$ cat config.mk
export PLATFORM = sky130hd
export DESIGN_NAME = zkt_gen
export DESIGN_NICKNAME = d
export VERILOG_FILES = /design/src/rtl/zkt_pkg.sv /design/src/rtl/zkt_gen.sv
export SDC_FILE = /design/constraint.sdc
export NUM_CORES = 1
export LEC_CHECK = 0
export ABC_CLOCK_PERIOD_IN_PS = 19400
export BUFFER_PORTS_ARGS = -buffer_cell sky130_fd_sc_hd__buf_2
export CORE_MARGIN = 2
export CORE_UTILIZATION = 51
export DETAILED_ROUTE_END_ITERATION = 8
export GPL_TIMING_DRIVEN = 0
export HOLD_SLACK_MARGIN = 0.08
export PLACE_DENSITY = 0.79
export SYNTH_ARGS = -nofsm -noshare
export SYNTH_HDL_FRONTEND = slang
export SYNTH_SLANG_ARGS = --single-unit
$ cat constraint.sdc
create_clock -name clk -period 19.4 [get_ports clk]
set_clock_uncertainty 0.1 [all_clocks]
set_input_delay 3.88 -clock clk [delete_from_list [all_inputs] [get_ports clk]]
set_output_delay 3.88 -clock clk [all_outputs]
set_load 0.05 [all_outputs]
$ cat src/rtl/zkt_pkg.sv
// ----------------------------------------------------------------------------
// zkt_pkg
// Shared constants and types of the Zobrist key table: generator constants,
// default table sizes, stream kinds, fill states and phases and write strobes.
// ----------------------------------------------------------------------------
package zkt_pkg;

  // Minimal standard generator
  localparam logic [14:0] MS_A = 15'd16807;
  localparam logic [30:0] MS_M = 31'h7fff_ffff;

  // Default table geometry
  localparam int NUM_SQUARES_DEF     = 128;
  localparam int NUM_PIECE_TYPES_DEF = 8;

  // Stream kinds carried in tuser on the input side
  localparam logic OP_FILL   = 1'b0;
  localparam logic OP_LOOKUP = 1'b1;

  typedef enum logic [1:0] {
    FILL_IDLE,
    FILL_STEP,
    FILL_WAIT,
    FILL_STORE
  } fill_state_t;

  typedef enum logic [1:0] {
    PH_TURN,
    PH_MAIN,
    PH_EP
  } fill_phase_t;

  // Write strobes from the fill sequencer to the key stores
  typedef struct packed {
    logic turn_we;
    logic cast_we;
    logic piece_we;
    logic ep_we;
  } fill_wr_t;

endpackage

$ cat src/rtl/zkt_gen.sv
// ----------------------------------------------------------------------------
// zkt_gen
// Park-Miller minimal standard step, 16807 * x mod (2^31 - 1), as a
// registered multiply, then a registered Mersenne fold and correction.
// ----------------------------------------------------------------------------
module zkt_gen (
  input  logic        clk,
  input  logic        rst,
  input  logic        load,
  input  logic [30:0] load_value,
  input  logic        step,
  output logic [30:0] value,
  output logic        done
);

  logic [45:0] prod;
  logic        degen;
  logic        pend;
  logic [31:0] fold;
  logic [31:0] fold_red;
  logic [30:0] value_next;

  // Zero and the modulus itself both land on the modulus, as zero does in the Schrage form
  always_comb begin
    fold     = {1'b0, prod[30:0]} + {17'd0, prod[45:31]};
    fold_red = (fold >= {1'b0, zkt_pkg::MS_M}) ? fold - {1'b0, zkt_pkg::MS_M} : fold;
    value_next = degen ? zkt_pkg::MS_M : fold_red[30:0];
  end

  always_ff @(posedge clk) begin
    if (rst) begin
      value <= 31'd1;
      pend  <= 1'b0;
      done  <= 1'b0;
    end else begin
      done <= pend;
      if (load) begin
        value <= load_value;
      end else if (pend) begin
        value <= value_next;
      end
      pend <= step;
    end
  end

  always_ff @(posedge clk) begin
    if (step) begin
      prod  <= 46'(value) * 46'(zkt_pkg::MS_A);
      degen <= (value == 31'd0) || (value == zkt_pkg::MS_M);
    end
  end

endmodule

==> results.txt <==
Register area share after synthesis -> 0.161
Netlist cell types -> 81
Core ar. -> 0.0250 mm2
RePlAce Congestion -> 0.966
Total CTS buffers -> 9
Post-Synth Adder-Cell Area -> 0.421
Syn. warnings -> 0
RSZ-0062 raised after global routing -> no
Die area -> 0.0265 mm2
CTS max path bufs -> 2
F_max -> 0.130 GHz
Die width -> 163 um
CP arrival -> 7.66 ns
Min Hold Slack -> 0.574 ns
Mux share of post-synthesis cell area -> 0.0109
Max_cap viols -> 0
Initial antenna violation count -> 1
Syn avg cell area -> 8.99 um2
Worst VDD drop -> 0.0000744 V
Vias in the first global route -> 10678
DR vias -> 10586
Crit path kind -> reg -> reg
Final WL -> 35.4 mm
Count leader, synth -> inv_1
Fillers -> 2246
Setup violators final -> 0
Area Overhead vs Synth -> 8.06%
Root Buffer Master -> clkbuf_16
Post-synth EDFFs -> 47
Row count -> 58
Final Max Slew Viols -> 0
Syn Inst Count -> 1430
Synth async-reset ratio -> 0
Clk slew on worst S/H paths -> 0.07 ns
Nets@finish -> 1892
Post-CTS Setup Inserts -> 0
Remaining Overflow, GRT -> 0
Final Cycle Share -> 0.396
CP Data Required Time -> 19.38 ns
Simple-gate share of the synthesized area -> 0.130
# hold bufs at CTS -> 0
Pwr Density -> 154 mW/mm2
Initial DRT Pass Iterations -> 5
Initial DRC Count -> 797
Top-area cell type share of the netlist area -> 0.212
Multi-input logic area -> 0.00946 mm2
Die Height -> 163 um
Layout cells sized above 1 -> 0.0768
Rel. slew slack -> 0.236
Top post-synthesis cells by area -> ha_1 21%, fa_1 21%, edfxtp_1 11%
Final antenna-violating net count -> 0
Final core utilization -> 0.556
Sequential cell area -> 0.00207 mm2
GRT Util Overall -> 0.278
Avg WL per Cell -> 19.3 um
Non-Filler Instances -> 1840
# port buffers -> 64
HP Class -> reg -> reg
H-tree depth -> 3
Post-synthesis compound-gate area fraction -> 0.136
CTS sink cnt -> 80
Synth Register Bits -> 80
Largest family of logic cells by synthesized area -> adder cells
Initial Utilization -> 0.515
Leak Pwr -> 7.04 nW
Syn Nets -> 1817
Largest net degree at the start of global routing -> 49
First-pass GRT wire length -> 56.6 mm
Post-CTS Resized -> 0
CP max FO -> 8
Sum of negative setup slack -> 0 ns
DPL Wire Length -> 29.2 mm
Crit end category -> register
N_diodes -> 0
Most used DFF post-synth -> edfxtp_1
Netlist Area Pre-Place -> 0.0129 mm2
Final Hold Viols -> 0
Status -> completed
Clock Latency Late Sink -> 0.34 ns
CTS tree -> built
Yosys top cell by area -> ha_1
Actual slew at the worst max-slew pin -> 1.15 ns
Cells after DPL -> 1824
Drt via density -> 5.75
Worst Setup Start Kind -> register
IO Count -> 67
Xor/xnor share of the synthesized area -> 0.0382
Residual DRC -> 0
Final Critical Period -> 7.68 ns
Post-synth top cells -> 315 x inv_1, 218 x ha_1, 134 x fa_1
[where the power goes]
group	internal, mW	leakage [nW]	switching (mW)
registers	0.287	0.736	0.0737
clock network	0.101	0.146	0.0740
logic	0.630	6.16	0.976
[kinds of logic (layout without fill, tap and decap cells)]
logic type      Yosys count  after routing
xor+xnor                 56             56
fa+ha+maj               352            352
mux                      14             14
buf+inv                 349            429
compound gates          257            257
simple gates            322            322
flops                    80             80
[cells in the final DEF (no fill, tap or decap), types with 7 or more instances in the layout]
cell type  instances
nand2b_1          17
inv_1            315
a31oi_1            9
nor3_1            32
or4_1              7
buf_2             68
nand2_1           55
clkbuf_16          9
nor2_1            93
and2_1             9
dfxtp_1           33
edfxtp_1          47
nand4_1           20
a21o_1            25
ha_1             218
and3_1            14
o21ai_0           33
nand3_1           20
a21oi_1           90
a211oi_1          13
xnor2_1           35
o21a_1            12
o21bai_1           8
or2_2              7
xor2_1            21
fa_1             134
mux2i_1           14
clkbuf_1          27
nor2b_1           14
[critical path: stages, from the launching register on]
cell	delay [ns]
dfxtp_1	0.80
inv_1	0.25
fa_1	0.56
inv_1	0.05
ha_1	0.26
inv_1	0.06
fa_1	0.50
inv_1	0.05
fa_1	0.48
fa_1	0.55
inv_1	0.05
fa_1	0.52
inv_1	0.04
ha_1	0.40
and4_1	0.31
nand4_1	0.14
or2_2	0.32
o211ai_1	0.50
a21oi_1	0.20
o21bai_1	0.36
a311oi_1	0.22
o41ai_1	0.56
xnor2_1	0.12
[through the flow]
stage | power [mW] | instance area [um2] | setup slack [ns]
floorplan | 1.55 | 12900 | 12.53
global placement | 1.89 | 13600 | 12.05
detailed placement | 1.94 | 13600 | 11.97
CTS | 2.12 | 13900 | 11.90
global route | 2.35 | 13900 | 11.56
finish | 2.14 | 13900 | 11.72
[path summary, 6_finish.rpt]
check | startpoint | end | slack, ns | cells past startpoint
min reg2reg | prod[29]$_DFFE_PP_ | value[29]$_SDFFE_PP0P_ | 0.57 | 2
min | prod[29]$_DFFE_PP_ | value[29]$_SDFFE_PP0P_ | 0.57 | 2
max reg2reg | value[18]$_SDFFE_PP0P_ | prod[43]$_DFFE_PP_ | 11.72 | 22
max | value[18]$_SDFFE_PP0P_ | prod[43]$_DFFE_PP_ | 11.72 | 22
[layout make-up]
class | instances | share of cell area
clock inverter | 7 | 0.00559
buffer | 34 | 0.0101
clock buffer | 9 | 0.0162
tap | 330 | 0.0297
timing repair buffer | 64 | 0.0231
multi-input combinational | 1001 | 0.681
inverter | 315 | 0.0851
sequential | 80 | 0.149
[sequential cells by signal, indices dropped and copies added (netlist names)]
register	count
degen	1
done	1
pend	1
prod	46
value	31
[metal layers]
layer	vias up	global-route usage	wire length, um
met5	-	0	11
met4	2	0.145	2030
met3	110	0.0369	2370
met2	450	0.464	16900
met1	5103	0.353	14100
li1	4921	-	-
Note: power is estimated with default switching activity, not from simulation.
