### src/rtl/zkt_pkg.sv
// ----------------------------------------------------------------------------
// zkt_pkg
// Shared constants and types of the Zobrist key table: generator constants,
// default table sizes, stream kinds, fill states and phases and write strobes.
// ----------------------------------------------------------------------------
package zkt_pkg;

  // Minimal standard generator
  localparam logic [14:0] MS_A = 15'd16807;
  localparam logic [30:0] MS_M = 31'h7fff_ffff;

  // Default table geometry
  localparam int NUM_SQUARES_DEF     = 128;
  localparam int NUM_PIECE_TYPES_DEF = 8;

  // Stream kinds carried in tuser on the input side
  localparam logic OP_FILL   = 1'b0;
  localparam logic OP_LOOKUP = 1'b1;

  typedef enum logic [1:0] {
    FILL_IDLE,
    FILL_STEP,
    FILL_WAIT,
    FILL_STORE
  } fill_state_t;

  typedef enum logic [1:0] {
    PH_TURN,
    PH_MAIN,
    PH_EP
  } fill_phase_t;

  // Write strobes from the fill sequencer to the key stores
  typedef struct packed {
    logic turn_we;
    logic cast_we;
    logic piece_we;
    logic ep_we;
  } fill_wr_t;

endpackage

### src/rtl/zkt_fill.sv
// ----------------------------------------------------------------------------
// zkt_fill
// Fill sequencer: draws three generator values per key and walks the tables
// in fill order, turn key, then castling and piece keys per side and square,
// then en-passant keys.
// ----------------------------------------------------------------------------
module zkt_fill #(
  parameter int NUM_SQUARES     = zkt_pkg::NUM_SQUARES_DEF,
  parameter int NUM_PIECE_TYPES = zkt_pkg::NUM_PIECE_TYPES_DEF
) (
  input  logic               clk,
  input  logic               rst,
  input  logic               start,
  input  logic [30:0]        rnd,
  input  logic               rnd_done,
  output logic               step,
  output logic               busy,
  output logic               filled,
  output zkt_pkg::fill_wr_t  wr,
  output logic [63:0]        key,
  output logic [$clog2(2*NUM_PIECE_TYPES*NUM_SQUARES)-1:0] piece_addr,
  output logic [$clog2(2*NUM_SQUARES)-1:0]                 cast_addr,
  output logic [((NUM_SQUARES > 1) ? $clog2(NUM_SQUARES) : 1)-1:0] ep_addr
);

  localparam int SQW = (NUM_SQUARES > 1) ? $clog2(NUM_SQUARES) : 1;
  localparam int KW  = $clog2(NUM_PIECE_TYPES + 1);
  localparam int PAW = $clog2(2 * NUM_PIECE_TYPES * NUM_SQUARES);
  localparam int CAW = $clog2(2 * NUM_SQUARES);

  zkt_pkg::fill_state_t state, state_next;
  zkt_pkg::fill_phase_t phase;

  logic [1:0]     rcnt;
  logic [30:0]    r1;
  logic [30:0]    r2;
  logic [1:0]     r3;
  logic           side;
  logic [SQW-1:0] sq;
  logic [KW-1:0]  slot;
  logic           sq_last;
  logic           slot_last;
  logic           fill_last;
  logic [KW-1:0]  ptype;

  assign sq_last   = (sq == SQW'(NUM_SQUARES - 1));
  assign slot_last = (slot == KW'(NUM_PIECE_TYPES));
  assign fill_last = (phase == zkt_pkg::PH_EP) && sq_last;
  assign ptype     = slot - KW'(1);

  // Keys are r1 ^ (r2 << 31) ^ (r3 << 62); the fields do not overlap
  assign key = {r3, r2, r1};

  assign cast_addr  = CAW'(side) * CAW'(NUM_SQUARES) + CAW'(sq);
  assign piece_addr = (PAW'(side) * PAW'(NUM_PIECE_TYPES) + PAW'(ptype))
                      * PAW'(NUM_SQUARES) + PAW'(sq);
  assign ep_addr    = sq;

  always_comb begin
    state_next = state;
    case (state)
      zkt_pkg::FILL_IDLE:  if (start) state_next = zkt_pkg::FILL_STEP;
      zkt_pkg::FILL_STEP:  state_next = zkt_pkg::FILL_WAIT;
      zkt_pkg::FILL_WAIT: begin
        if (rnd_done) begin
          state_next = (rcnt == 2'd2) ? zkt_pkg::FILL_STORE : zkt_pkg::FILL_STEP;
        end
      end
      zkt_pkg::FILL_STORE: state_next = fill_last ? zkt_pkg::FILL_IDLE : zkt_pkg::FILL_STEP;
      default:             state_next = zkt_pkg::FILL_IDLE;
    endcase
  end

  always_comb begin
    step        = (state == zkt_pkg::FILL_STEP);
    busy        = (state != zkt_pkg::FILL_IDLE);
    wr.turn_we  = (state == zkt_pkg::FILL_STORE) && (phase == zkt_pkg::PH_TURN);
    wr.cast_we  = (state == zkt_pkg::FILL_STORE) && (phase == zkt_pkg::PH_MAIN)
                  && (slot == '0);
    wr.piece_we = (state == zkt_pkg::FILL_STORE) && (phase == zkt_pkg::PH_MAIN)
                  && (slot != '0);
    wr.ep_we    = (state == zkt_pkg::FILL_STORE) && (phase == zkt_pkg::PH_EP);
  end

  always_ff @(posedge clk) begin
    if (rst) begin
      state  <= zkt_pkg::FILL_IDLE;
      phase  <= zkt_pkg::PH_TURN;
      rcnt   <= 2'd0;
      side   <= 1'b0;
      sq     <= '0;
      slot   <= '0;
      filled <= 1'b0;
    end else begin
      state <= state_next;
      if (state == zkt_pkg::FILL_WAIT && rnd_done) begin
        rcnt <= rcnt + 2'd1;
      end
      if (state == zkt_pkg::FILL_STORE) begin
        rcnt <= 2'd0;
        case (phase)
          zkt_pkg::PH_TURN: phase <= zkt_pkg::PH_MAIN;
          zkt_pkg::PH_MAIN: begin
            if (slot_last) begin
              slot <= '0;
              if (sq_last) begin
                sq <= '0;
                if (side) begin
                  phase <= zkt_pkg::PH_EP;
                end
                side <= ~side;
              end else begin
                sq <= sq + SQW'(1);
              end
            end else begin
              slot <= slot + KW'(1);
            end
          end
          zkt_pkg::PH_EP: begin
            if (sq_last) begin
              filled <= 1'b1;
            end else begin
              sq <= sq + SQW'(1);
            end
          end
          default: phase <= zkt_pkg::PH_TURN;
        endcase
      end
    end
  end

  // Hold each generator draw until the key is complete
  always_ff @(posedge clk) begin
    if (state == zkt_pkg::FILL_WAIT && rnd_done) begin
      case (rcnt)
        2'd0:    r1 <= rnd;
        2'd1:    r2 <= rnd;
        default: r3 <= rnd[1:0];
      endcase
    end
  end

endmodule

### config.mk
export PLATFORM = sky130hd
export DESIGN_NAME = zkt_fill
export DESIGN_NICKNAME = d
export VERILOG_FILES = /design/src/rtl/zkt_pkg.sv /design/src/rtl/zkt_fill.sv
export SDC_FILE = /design/constraint.sdc
export NUM_CORES = 1
export LEC_CHECK = 0
export ABC_AREA = 1
export ABC_CLOCK_PERIOD_IN_PS = 5470
export BUFFER_PORTS_ARGS = -buffer_cell sky130_fd_sc_hd__buf_2
export CELL_PAD_IN_SITES_DETAIL_PLACEMENT = 1
export CELL_PAD_IN_SITES_GLOBAL_PLACEMENT = 1
export CORE_UTILIZATION = 35
export DETAILED_ROUTE_END_ITERATION = 8
export PLACE_DENSITY_LB_ADDON = 0.1
export SYNTH_ARGS = -nofsm -noshare
export SYNTH_HDL_FRONTEND = slang
export SYNTH_SLANG_ARGS = --single-unit
export TNS_END_PERCENT = 5
### constraint.sdc
create_clock -name clk -period 5.47 [get_ports clk]
set_input_delay 0.547 -clock clk [delete_from_list [all_inputs] [get_ports clk]]
set_output_delay 0.547 -clock clk [all_outputs]
set_load 0.02 [all_outputs]
==> metrics.txt, run 1 <==
# TYPE chip_impl_metric gauge
chip_impl_info{name="run_status",value="finished, violations left"} 1
chip_impl_info{name="violations",value="DRC"} 1
chip_impl_metric{name="power_per_cell_area",unit="nW/µm²"} 292.8
chip_impl_metric{name="die_h",unit="µm"} 97.96
chip_impl_metric{name="routed_wire_length_per_instance",unit="µm"} 14.37
chip_impl_metric{name="p_leak",unit="nW"} 1.751
chip_impl_metric{name="clock_sink_count",unit=""} 83
chip_impl_metric{name="mappedNetlistNets",unit=""} 288
chip_impl_metric{name="remaining_drc_errors",unit=""} 15
chip_impl_metric{name="globalplace.congestion",unit=""} 0.6974
chip_impl_metric{name="area.sequential",unit="µm²"} 2302
chip_impl_metric{name="top_area_cell_type_share_of_the_netlist_area",unit="%"} 59.63
chip_impl_metric{name="post-cts-setup-buffers",unit=""} 0
chip_impl_metric{name="multiInputGateArea",unit="µm²"} 698.2
chip_impl_metric{name="clock_tree.htree_level_count",unit=""} 3
chip_impl_info{name="postSynth.topFlopCell",value="sky130_fd_sc_hd__edfxtp_1"} 1
chip_impl_metric{name="clk-insertion-delay-late",unit="ns"} 0.35
chip_impl_metric{name="finalCritPeriodShare",unit="%"} 45.48
chip_impl_metric{name="async_flop_share",unit="%"} 0
chip_impl_metric{name="pin_count",unit=""} 132
chip_impl_metric{name="clock_tree.buffer_depth",unit=""} 2
chip_impl_metric{name="fraction_of_layout_instances_using_a_drive_strength_above_1",unit="%"} 45.07
chip_impl_metric{name="final.setup_skew",unit="ns"} 0.01073
chip_impl_metric{name="number_of_antenna_violations_at_the_first_check_in_global_routing",unit=""} 0
chip_impl_info{name="synth_area_leaders",value="sky130_fd_sc_hd__edfxtp_1, sky130_fd_sc_hd__dfxtp_1, sky130_fd_sc_hd__buf_4"} 1
chip_impl_metric{name="timing.critical_path.required",unit="ns"} 4.92
chip_impl_metric{name="final_wirelength",unit="mm"} 6.939
chip_impl_metric{name="initial_core_utilization",unit="%"} 36.60
chip_impl_metric{name="synth_cell_types",unit=""} 29
chip_impl_info{name="tritoncts",value="done"} 1
chip_impl_metric{name="postLayoutCoreUtil",unit="%"} 46.69
chip_impl_info{name="cell_type_with_the_highest_aggregate_area_in_the_netlist",value="sky130_fd_sc_hd__edfxtp_1"} 1
chip_impl_metric{name="synth.yosys.seq_area_share",unit="%"} 71.43
chip_impl_metric{name="tightest_slew",unit="ns"} 0.8795
chip_impl_info{name="hold_path_class",value="in2reg"} 1
chip_impl_metric{name="worst_ir_drop_vdd",unit="mV"} 0.1554
chip_impl_metric{name="synth-warning-count",unit=""} 0
chip_impl_info{name="cts-root-buf",value="sky130_fd_sc_hd__clkbuf_8"} 1
chip_impl_metric{name="grt_max_degree",unit=""} 32
chip_impl_info{name="critical_path.startpoint_type",value="flop"} 1
chip_impl_info{name="rsz0062_at_grt",value="false"} 1
chip_impl_metric{name="hpwlAfterDp",unit="mm"} 5.202
chip_impl_info{name="synthMostInstantiatedCell",value="sky130_fd_sc_hd__edfxtp_1"} 1
chip_impl_metric{name="fmaxAchievable",unit="MHz"} 402.0
chip_impl_metric{name="globalRouteOverflowTotal",unit=""} 0
chip_impl_metric{name="final.setup.tns",unit="ns"} 0
chip_impl_metric{name="die-area",unit="µm²"} 9596
chip_impl_metric{name="clkSlewWorstSetupHoldPaths",unit="ns"} 0.09
chip_impl_metric{name="numCtsBuffers",unit=""} 9
chip_impl_metric{name="num_rows",unit=""} 34
chip_impl_metric{name="grt_usage",unit="%"} 15.20
chip_impl_metric{name="syn_avg_cell_area",unit="µm²"} 13.21
chip_impl_metric{name="maximum_fanout_along_the_worst_path",unit=""} 5
chip_impl_metric{name="antenna_violating_nets_post_route",unit=""} 0
chip_impl_metric{name="post_cts_resize_count",unit=""} 0
chip_impl_metric{name="placeableCoreArea",unit="µm²"} 8806
chip_impl_metric{name="die-width",unit="µm"} 97.96
chip_impl_metric{name="syn2layout_area_growth",unit="%"} 27.56
chip_impl_metric{name="number_of_storage_elements_in_the_synthesis_netlist",unit=""} 83
chip_impl_metric{name="cap_viol_max_count",unit=""} 0
chip_impl_metric{name="slew_viol_final",unit=""} 0
chip_impl_metric{name="first_global_vias",unit=""} 2110
chip_impl_metric{name="worst-endpoint-arrival",unit="ns"} 1.94
chip_impl_metric{name="fin_nets",unit=""} 414
chip_impl_metric{name="fillers",unit=""} 968
chip_impl_metric{name="final_critical_delay_including_setup_and_external_delays",unit="ns"} 2.488
chip_impl_metric{name="drt_pass1_iterations",unit=""} 9
chip_impl_metric{name="cells_after_synthesis",unit=""} 244
chip_impl_metric{name="cts_hold_buffers",unit=""} 0
chip_impl_metric{name="dr.first_iter.drc_count",unit=""} 78
chip_impl_metric{name="routed_vias_inst",unit=""} 4.555
chip_impl_metric{name="hold_viol_final",unit=""} 0
chip_impl_info{name="synth_top_cells_by_count",value="sky130_fd_sc_hd__edfxtp_1, sky130_fd_sc_hd__inv_1, sky130_fd_sc_hd__nand2_1"} 1
chip_impl_metric{name="setup_viol",unit=""} 0
chip_impl_metric{name="buffer_ports.inserted",unit=""} 131
chip_impl_metric{name="grt_first_pass_wirelength",unit="mm"} 11.03
chip_impl_metric{name="max_slew_margin",unit="%"} 41.23
chip_impl_metric{name="number_of_synthesized_flops_with_an_enable_pin",unit=""} 64
chip_impl_metric{name="route.vias.total",unit=""} 2200
chip_impl_info{name="type_of_the_worst_setup_path",value="reg2out"} 1
chip_impl_metric{name="netlist_area",unit="µm²"} 3223
chip_impl_info{name="timing.critical_path.to_type",value="primary output"} 1
chip_impl_metric{name="antenna-diode-count",unit=""} 0
==> cells in the final DEF (no fill, tap or decap), types with 2 or more instances in the layout <==
cell type / synthesis / layout
sky130_fd_sc_hd__a21oi_1: 10 / 10
sky130_fd_sc_hd__buf_2: 1 / 131
sky130_fd_sc_hd__clkbuf_8: 0 / 9
sky130_fd_sc_hd__clkinvlp_4: 0 / 3
sky130_fd_sc_hd__dfxtp_1: 19 / 19
sky130_fd_sc_hd__edfxtp_1: 64 / 64
sky130_fd_sc_hd__ha_1: 8 / 8
sky130_fd_sc_hd__inv_1: 26 / 26
sky130_fd_sc_hd__inv_2: 5 / 5
sky130_fd_sc_hd__nand2_1: 26 / 26
sky130_fd_sc_hd__nand2_2: 5 / 5
sky130_fd_sc_hd__nand2_4: 2 / 2
sky130_fd_sc_hd__nand3_1: 11 / 11
sky130_fd_sc_hd__nand4_1: 4 / 4
sky130_fd_sc_hd__nor2_1: 18 / 16
sky130_fd_sc_hd__nor2_2: 3 / 3
sky130_fd_sc_hd__nor2_4: 3 / 5
sky130_fd_sc_hd__nor3_1: 3 / 3
sky130_fd_sc_hd__nor4_1: 2 / 2
sky130_fd_sc_hd__o21ai_0: 5 / 5
sky130_fd_sc_hd__xnor2_1: 3 / 3
sky130_fd_sc_hd__xor2_1: 3 / 3
==> where the power goes <==
part | internal (mW) | total, mW | switching, mW
Combinational | 0.0220 | 0.0673 | 0.0453
Clock | 0.216 | 0.442 | 0.226
Sequential | 0.690 | 0.695 | 0.00438
==> layout make-up <==
class,count,area share (%)
clock buffer,10,3.104
inverter,32,2.921
tap,108,3.287
clock inverter,6,1.765
multi-input combinational,113,16.98
sequential,83,56.00
timing repair buffer,131,15.95
==> worst paths after layout <==
check                start             end  slack [ns]  cells past startpoint
setup reg to reg  state[1]          r1[16]        3.49                      4
hold / removal     rnd[24]          r1[24]        0.38                      1
setup / recovery   slot[1]  piece_addr[10]        2.98                      6
hold reg to reg   phase[0]        phase[0]        0.50                      2
==> flip-flops by register name, summed over array words and instances (netlist names) <==
register and count:
r1 31, r2 31, ep_addr 7, slot 4, phase 2, r3 2
rcnt 2, state 2, filled 1, side 1
==> metal layers <==
layer / global-route usage (%) / share of wire [%]
met1: 19.27 / 44
met5: 0 / 0
met4: 8.392 / 2.0
met3: 3.293 / 6.8
met2: 24.27 / 47
==> per-stage QoR <==
stage                     setup slack, ns  total power [mW]  hold slack, ns  std cells  cell area, µm²
after global placement              3.393            0.7762          0.4777        467            3911
after floorplan                     3.018            0.7448          0.4644        244            3223
after global routing                2.846             1.255          0.3620        483            4111
final                               2.983             1.204          0.3805        483            4111
after detailed placement            3.349            0.7781          0.4858        467            3911
after CTS                           2.945             1.229          0.3569        483            4111
==> worst max-delay path: stages, from the launching register on <==
cell	delay [ns]
sky130_fd_sc_hd__dfxtp_1	0.44
sky130_fd_sc_hd__inv_1	0.10
sky130_fd_sc_hd__ha_1	0.20
sky130_fd_sc_hd__fa_1	0.37
sky130_fd_sc_hd__xnor2_1	0.18
sky130_fd_sc_hd__xnor2_1	0.14
sky130_fd_sc_hd__buf_2	0.18
==> cell families (layout without fill, tap and decap cells) <==
kind of cell,Yosys count,after routing,synth area share [%]
flip-flops,83,83,71.43
AND/OR/NAND/NOR,78,78,12.07
buffers and inverters,48,179,7.376
AO/OA/AOI/OAI,20,20,3.766
adder cells (fa/ha/maj),9,9,3.727
XOR/XNOR,6,6,1.631
(Power assumes the default switching activity.)
==> inputs of run 2 (changes only) <==
ABC_CLOCK_PERIOD_IN_PS = 2600   (was 5470)
clock period = 2.6 ns   (was 5.47 ns; I/O delays follow)
==> run 2 against run 1 <==
  * The flow still finishes with violations (DRC)
  * Critical path depth is the same
  * Sequential cell count is the same
  * Largest power group unchanged
  * Non-clock buffer count grew 4
  * Sequential share of layout area shrank 0.62 points
  * Setup slack lost 2.6 ns
  * Cell count grew 0.83%
==> metrics.txt, run 2 (synthesized netlist as in run 1, its figures left out) <==
# TYPE chip_impl_metric gauge
chip_impl_metric{name="buffer_ports.inserted",unit=""} 131
chip_impl_info{name="layout.cells.most_common_list",value="sky130_fd_sc_hd__buf_2, sky130_fd_sc_hd__edfxtp_1, sky130_fd_sc_hd__inv_1, sky130_fd_sc_hd__nand2_1, sky130_fd_sc_hd__dfxtp_1"} 1
chip_impl_metric{name="clock_tree.buffer_depth",unit=""} 2
chip_impl_metric{name="dr.first_iter.drc_count",unit=""} 55
chip_impl_info{name="tritoncts",value="done"} 1
chip_impl_metric{name="die-area",unit="µm²"} 9596
chip_impl_info{name="crit_slowest_cell",value="sky130_fd_sc_hd__dfxtp_1"} 1
chip_impl_info{name="most_common_cell_on_crit_path",value="sky130_fd_sc_hd__xnor2_1"} 1
chip_impl_metric{name="power_per_cell_area",unit="nW/µm²"} 630.0
chip_impl_info{name="final_common_cell",value="sky130_fd_sc_hd__buf_2"} 1
chip_impl_metric{name="pin_count",unit=""} 132
chip_impl_info{name="gr-max-usage-layer",value="met2"} 1
chip_impl_metric{name="final_wirelength",unit="mm"} 7.370
chip_impl_metric{name="cp_num_buf_inv",unit=""} 2
chip_impl_metric{name="initial_core_utilization",unit="%"} 36.60
chip_impl_metric{name="grt_max_degree",unit=""} 19
chip_impl_info{name="type_of_the_worst_setup_path",value="reg2out"} 1
chip_impl_metric{name="worst_path_largest_cell_delay",unit="ns"} 0.43
chip_impl_info{name="violations",value="DRC"} 1
chip_impl_metric{name="drt_pass1_iterations",unit=""} 6
chip_impl_metric{name="number_of_antenna_violations_at_the_first_check_in_global_routing",unit=""} 0
chip_impl_info{name="rsz0062_at_grt",value="false"} 1
chip_impl_metric{name="final.setup.tns",unit="ns"} 0
chip_impl_metric{name="slew_viol_final",unit=""} 0
chip_impl_metric{name="fmaxAchievable",unit="MHz"} 452.1
chip_impl_info{name="timing.critical_path.to_type",value="primary output"} 1
chip_impl_metric{name="global_route.usage.met2",unit="%"} 26.81
chip_impl_metric{name="num_rows",unit=""} 34
chip_impl_metric{name="cts_hold_buffers",unit=""} 0
chip_impl_metric{name="final.setup_skew",unit="ns"} 0.01307
chip_impl_info{name="hold_path_class",value="in2reg"} 1
chip_impl_metric{name="fin_nets",unit=""} 418
chip_impl_metric{name="clock_tree.htree_level_count",unit=""} 3
chip_impl_info{name="critical_path.startpoint_type",value="flop"} 1
chip_impl_info{name="run_status",value="finished, violations left"} 1
chip_impl_info{name="crit_path_cell_trace",value="inv_1 -> ha_1 -> fa_1 -> xnor2_1 -> xnor2_1 -> buf_2"} 1
chip_impl_metric{name="grt_use_met3",unit="%"} 4.724
chip_impl_metric{name="die-width",unit="µm"} 97.96
chip_impl_metric{name="postLayoutCoreUtil",unit="%"} 47.22
chip_impl_metric{name="globalRouteOverflowTotal",unit=""} 0
chip_impl_metric{name="post_cts_resize_count",unit=""} 0
chip_impl_metric{name="grt_first_pass_wirelength",unit="mm"} 11.50
chip_impl_metric{name="remaining_drc_errors",unit=""} 16
chip_impl_metric{name="grt_usage",unit="%"} 15.81
chip_impl_metric{name="clock_sink_count",unit=""} 83
chip_impl_metric{name="first_global_vias",unit=""} 2222
chip_impl_metric{name="finalCritPeriodShare",unit="%"} 85.08
chip_impl_metric{name="max_slew_margin",unit="%"} 65.41
chip_impl_metric{name="routed_wire_length_per_instance",unit="µm"} 15.13
chip_impl_metric{name="worst_ir_drop_vdd",unit="mV"} 0.2132
chip_impl_metric{name="antenna_violating_nets_post_route",unit=""} 0
chip_impl_metric{name="met1_usage",unit="%"} 18.81
chip_impl_metric{name="tightest_slew",unit="ns"} 0.5176
chip_impl_metric{name="hpwlAfterDp",unit="mm"} 5.761
chip_impl_metric{name="placeableCoreArea",unit="µm²"} 8806
chip_impl_metric{name="clkSlewWorstSetupHoldPaths",unit="ns"} 0.09
chip_impl_metric{name="post-cts-setup-buffers",unit=""} 0
chip_impl_metric{name="maximum_fanout_along_the_worst_path",unit=""} 5
chip_impl_metric{name="clk-insertion-delay-late",unit="ns"} 0.35
chip_impl_metric{name="hold_viol_final",unit=""} 0
chip_impl_metric{name="fraction_of_layout_instances_using_a_drive_strength_above_1",unit="%"} 45.38
chip_impl_metric{name="timing.critical_path.required",unit="ns"} 2.34
chip_impl_metric{name="globalplace.congestion",unit=""} 0.6898
chip_impl_metric{name="cap_viol_max_count",unit=""} 0
chip_impl_metric{name="setup_viol",unit=""} 0
chip_impl_metric{name="final_critical_delay_including_setup_and_external_delays",unit="ns"} 2.212
chip_impl_metric{name="numCtsBuffers",unit=""} 9
chip_impl_metric{name="die_h",unit="µm"} 97.96
chip_impl_info{name="cp_top_family",value="adder cells"} 1
chip_impl_metric{name="worst-endpoint-arrival",unit="ns"} 1.95
chip_impl_metric{name="p_leak",unit="nW"} 1.786
chip_impl_metric{name="syn2layout_area_growth",unit="%"} 29.00
chip_impl_metric{name="routed_vias_inst",unit=""} 4.548
chip_impl_metric{name="antenna-diode-count",unit=""} 0
chip_impl_metric{name="route.vias.total",unit=""} 2215
chip_impl_metric{name="power",unit="mW"} 2.619
chip_impl_info{name="cts-root-buf",value="sky130_fd_sc_hd__clkbuf_8"} 1
## run 2: changes by cell type in the layout (fill, tap and decap cells not counted)
cell / previous run / this run
sky130_fd_sc_hd__clkinvlp_4: 3 / 1
sky130_fd_sc_hd__inv_8: 1 / 0
sky130_fd_sc_hd__clkinv_4: 0 / 1
sky130_fd_sc_hd__clkinv_1: 1 / 2
sky130_fd_sc_hd__buf_4: 0 / 4
sky130_fd_sc_hd__bufinv_16: 1 / 2
## run 2: area by class of cell
| type | instances | area (µm²) |
|---|---|---|
| fillers | 976 | 4648 |
| flip-flops and latches | 83 | 2302 |
| multi-input cells | 113 | 698.2 |
| repair buffers | 135 | 685.7 |
| well taps | 108 | 135.1 |
| clock buffers | 10 | 127.6 |
| inverters | 32 | 120.1 |
| clock inverters | 6 | 88.84 |
## run 2: worst reg2reg max path: cells and delay by family, from the launching register on
| family | cells | cell delay (ns) |
|---|---|---|
| buf+inv | 2 | 0.35 |
| flops | 1 | 0.40 |
| simple gates | 3 | 0.89 |
## run 2: power breakdown
| group | switching (mW) | leakage (nW) | internal, mW |
|---|---|---|---|
| Combinational | 0.0986 | 0.951 | 0.0484 |
| Clock | 0.467 | 0.105 | 0.543 |
| Sequential | 0.00977 | 0.731 | 1.45 |
## run 2: routing by layer
metal	wire length (µm)	vias to the layer above	share of wire [%]
met3	565	10	7.7
met1	3152	1042	43
met4	110	0	1.5
met2	3540	90	48
li1	-	1073	-
met5	0	-	0
## run 2: through the flow
stage / hold slack, ns / cells / instance area (µm²) / setup WS [ns]
final: 0.09056 / 487 / 4158 / 0.3879
after CTS: 0.07378 / 487 / 4158 / 0.3447
after global placement: 0.4493 / 471 / 3941 / 0.7301
after floorplan: 0.3589 / 244 / 3223 / 0.1481
after detailed placement: 0.4541 / 471 / 3941 / 0.6839
after global routing: 0.07806 / 487 / 4158 / 0.2441
## run 2: worst paths after layout
path	from	endpoint	slack, ns	cells past startpoint
max reg2reg	state[1]	r2[16]	0.67	5
min	rnd[13]	r2[13]	0.09	1
max	slot[1]	piece_addr[10]	0.39	6
min reg2reg	filled	filled	0.49	2
==> inputs of run 3 (changes only) <==
REMOVE_ABC_BUFFERS = 1   (was not set)
==> run 3 against run 2 <==
  * The run still ends with DRC left
  * Non-clock buffer count fell by 2
  * Clock power increased by 9%
  * Global-route usage fell by 0.75 points
  * Fmax rose by 0.87%
  * Critical path depth unchanged
  * Clock skew is 0.0042 ns lower
  * Final area rose by 0.51%
  * Cell count fell by 0.41%
  * Via count is 2.7% lower
  * First-iteration DRC count grew 65%
  * Sequential share of layout area is 0.28 points lower
  * Critical endpoint unchanged
  * Largest power group unchanged
  * Highest routed layer unchanged
==> metrics.txt, run 3 (synthesized netlist as in run 1, its figures left out) <==
# TYPE chip_impl_metric gauge
chip_impl_info{name="run_status",value="finished, violations left"} 1
chip_impl_info{name="violations",value="DRC"} 1
chip_impl_metric{name="grt_max_degree",unit=""} 32
chip_impl_metric{name="post-cts-setup-buffers",unit=""} 0
chip_impl_metric{name="final.setup.tns",unit="ns"} 0
chip_impl_metric{name="worst_ir_drop_vdd",unit="mV"} 0.2246
chip_impl_metric{name="setup_viol",unit=""} 0
chip_impl_metric{name="multiInputGateArea",unit="µm²"} 698.2
chip_impl_info{name="critical_path.startpoint_type",value="flop"} 1
chip_impl_metric{name="syn2layout_area_growth",unit="%"} 29.66
chip_impl_metric{name="fillers",unit=""} 980
chip_impl_info{name="layout.cells.most_common_list",value="sky130_fd_sc_hd__buf_2, sky130_fd_sc_hd__edfxtp_1, sky130_fd_sc_hd__inv_1, sky130_fd_sc_hd__nand2_1, sky130_fd_sc_hd__dfxtp_1"} 1
chip_impl_metric{name="p_leak",unit="nW"} 1.794
chip_impl_metric{name="grt_first_pass_wirelength",unit="mm"} 11.16
chip_impl_info{name="cts-root-buf",value="sky130_fd_sc_hd__clkbuf_8"} 1
chip_impl_metric{name="postLayoutCoreUtil",unit="%"} 47.46
chip_impl_metric{name="globalRouteOverflowTotal",unit=""} 0
chip_impl_metric{name="cts_hold_buffers",unit=""} 0
chip_impl_metric{name="pin_count",unit=""} 132
chip_impl_metric{name="clock_tree.htree_level_count",unit=""} 3
chip_impl_metric{name="routed_wire_length_per_instance",unit="µm"} 14.14
chip_impl_metric{name="placeableCoreArea",unit="µm²"} 8806
chip_impl_metric{name="cap_viol_max_count",unit=""} 0
chip_impl_metric{name="reg2reg_depth",unit=""} 5
chip_impl_metric{name="fraction_of_layout_instances_using_a_drive_strength_above_1",unit="%"} 45.36
chip_impl_metric{name="detailroute.wirelength.met3",unit="µm"} 558
chip_impl_metric{name="routedLengthMet1",unit="mm"} 3.047
chip_impl_metric{name="route.met2.wl",unit="mm"} 3.169
chip_impl_metric{name="clk-insertion-delay-late",unit="ns"} 0.35
chip_impl_metric{name="clock_sink_count",unit=""} 83
chip_impl_info{name="tritoncts",value="done"} 1
chip_impl_info{name="hold_path_class",value="in2reg"} 1
chip_impl_metric{name="dp.cells",unit=""} 469
chip_impl_metric{name="numCtsBuffers",unit=""} 9
chip_impl_metric{name="routed_vias_inst",unit=""} 4.443
chip_impl_metric{name="fin_nets",unit=""} 416
chip_impl_metric{name="clock_tree.buffer_depth",unit=""} 2
chip_impl_info{name="beginning_of_the_worst_register_to_register_path",value="state[1]"} 1
chip_impl_info{name="timing_endpoint_of_the_critical_path",value="piece_addr[10]"} 1
chip_impl_metric{name="area.sequential",unit="µm²"} 2302
chip_impl_metric{name="post_cts_resize_count",unit=""} 0
chip_impl_info{name="rsz0062_at_grt",value="false"} 1
chip_impl_metric{name="timing.critical_path.required",unit="ns"} 2.34
chip_impl_metric{name="final_critical_delay_including_setup_and_external_delays",unit="ns"} 2.193
chip_impl_metric{name="final.setup_skew",unit="ns"} 0.008826
chip_impl_metric{name="grt_usage",unit="%"} 15.06
chip_impl_metric{name="maximum_fanout_along_the_worst_path",unit=""} 5
chip_impl_metric{name="number_of_antenna_violations_at_the_first_check_in_global_routing",unit=""} 0
chip_impl_metric{name="worst-endpoint-arrival",unit="ns"} 1.93
chip_impl_info{name="crit_path_cell_trace",value="inv_1 -> ha_1 -> fa_1 -> xnor2_1 -> xnor2_1 -> buf_2"} 1
chip_impl_metric{name="num_rows",unit=""} 34
chip_impl_metric{name="worst_path_largest_cell_delay",unit="ns"} 0.43
chip_impl_metric{name="tightest_slew",unit="ns"} 0.4095
chip_impl_metric{name="power_per_cell_area",unit="nW/µm²"} 647.9
chip_impl_info{name="crit_slowest_cell",value="sky130_fd_sc_hd__dfxtp_1"} 1
chip_impl_metric{name="setup.reg_to_reg.worst_slack",unit="ns"} 0.83
chip_impl_metric{name="max_slew_margin",unit="%"} 72.70
chip_impl_metric{name="drt_pass1_iterations",unit=""} 7
chip_impl_metric{name="power",unit="mW"} 2.708
chip_impl_metric{name="stdcell_count",unit=""} 485
chip_impl_metric{name="remaining_drc_errors",unit=""} 14
chip_impl_metric{name="first_global_vias",unit=""} 2176
chip_impl_info{name="timing.critical_path.to_type",value="primary output"} 1
chip_impl_info{name="final_common_cell",value="sky130_fd_sc_hd__buf_2"} 1
chip_impl_metric{name="buffer_ports.inserted",unit=""} 131
chip_impl_metric{name="final_wirelength",unit="mm"} 6.859
chip_impl_metric{name="initial_core_utilization",unit="%"} 36.60
chip_impl_info{name="critical_path.reg2reg.endpoint",value="r1[12]"} 1
chip_impl_info{name="most_common_cell_on_crit_path",value="sky130_fd_sc_hd__xnor2_1"} 1
chip_impl_metric{name="hold_slack",unit="ns"} 0.09792
chip_impl_metric{name="antenna_violating_nets_post_route",unit=""} 0
chip_impl_metric{name="globalplace.congestion",unit=""} 0.7016
chip_impl_metric{name="hold_viol_final",unit=""} 0
chip_impl_metric{name="clkSlewWorstSetupHoldPaths",unit="ns"} 0.09
chip_impl_metric{name="antenna-diode-count",unit=""} 0
chip_impl_metric{name="die-width",unit="µm"} 97.96
chip_impl_metric{name="route.vias.total",unit=""} 2155
chip_impl_metric{name="fmaxAchievable",unit="MHz"} 456.0
chip_impl_info{name="timing.critical_path.from",value="slot[1]"} 1
chip_impl_info{name="route.top_layer_used",value="met4"} 1
chip_impl_metric{name="hpwlAfterDp",unit="mm"} 5.201
chip_impl_metric{name="dr.first_iter.drc_count",unit=""} 91
chip_impl_metric{name="die-area",unit="µm²"} 9596
chip_impl_metric{name="die_h",unit="µm"} 97.96
chip_impl_info{name="type_of_the_worst_setup_path",value="reg2out"} 1
chip_impl_metric{name="finalCritPeriodShare",unit="%"} 84.34
chip_impl_metric{name="slew_viol_final",unit=""} 0
run 3: power by group:
group | switching, mW | internal [mW]
clock network | 0.459 | 0.642
registers | 0.00979 | 1.45
logic | 0.0955 | 0.0493
run 3: through the flow:
step	cell area, µm²	setup slack [ns]
3_3_place_gp	3939	0.7906
3_5_place_dp	3939	0.7354
4_1_cts	4179	0.3550
6_report	4179	0.4070
5_1_grt	4179	0.2527
2_1_floorplan	3105	0.1481
run 3: worst max-delay path: cells and delay by family, from the launching register on:
family / cells / cell delay [ns]
buffers and inverters: 2 / 0.27
DFF: 1 / 0.43
xor gates and xnor gates: 2 / 0.32
adders and majority gates: 2 / 0.57
run 3: worst min path at each step:
stage	from	endpoint	slack (ns)	cells past startpoint
2_1_floorplan	rst	ep_addr[2]	0.33	1
3_3_place_gp	rnd[5]	r2[5]	0.45	1
3_5_place_dp	rnd[5]	r1[5]	0.45	1
4_1_cts	rnd[9]	r2[9]	0.08	1
5_1_grt	rnd[13]	r2[13]	0.08	1
6_report	rnd[2]	r1[2]	0.1	1
run 3: metal layers:
metal,vias up,global-route usage [%]
li1,1068,-
met1,991,19.07
met2,88,24.76
met3,8,4.438
met4,0,4.895
met5,-,0
run 3: layout make-up:
class / count / area share (%)
Sequential cell: 83 / 55.09
Multi-Input combinational cell: 113 / 16.71
Timing Repair Buffer: 133 / 16.35
Tap cell: 108 / 3.234
Clock buffer: 10 / 3.054
Inverter: 32 / 2.874
Clock inverter: 6 / 2.695
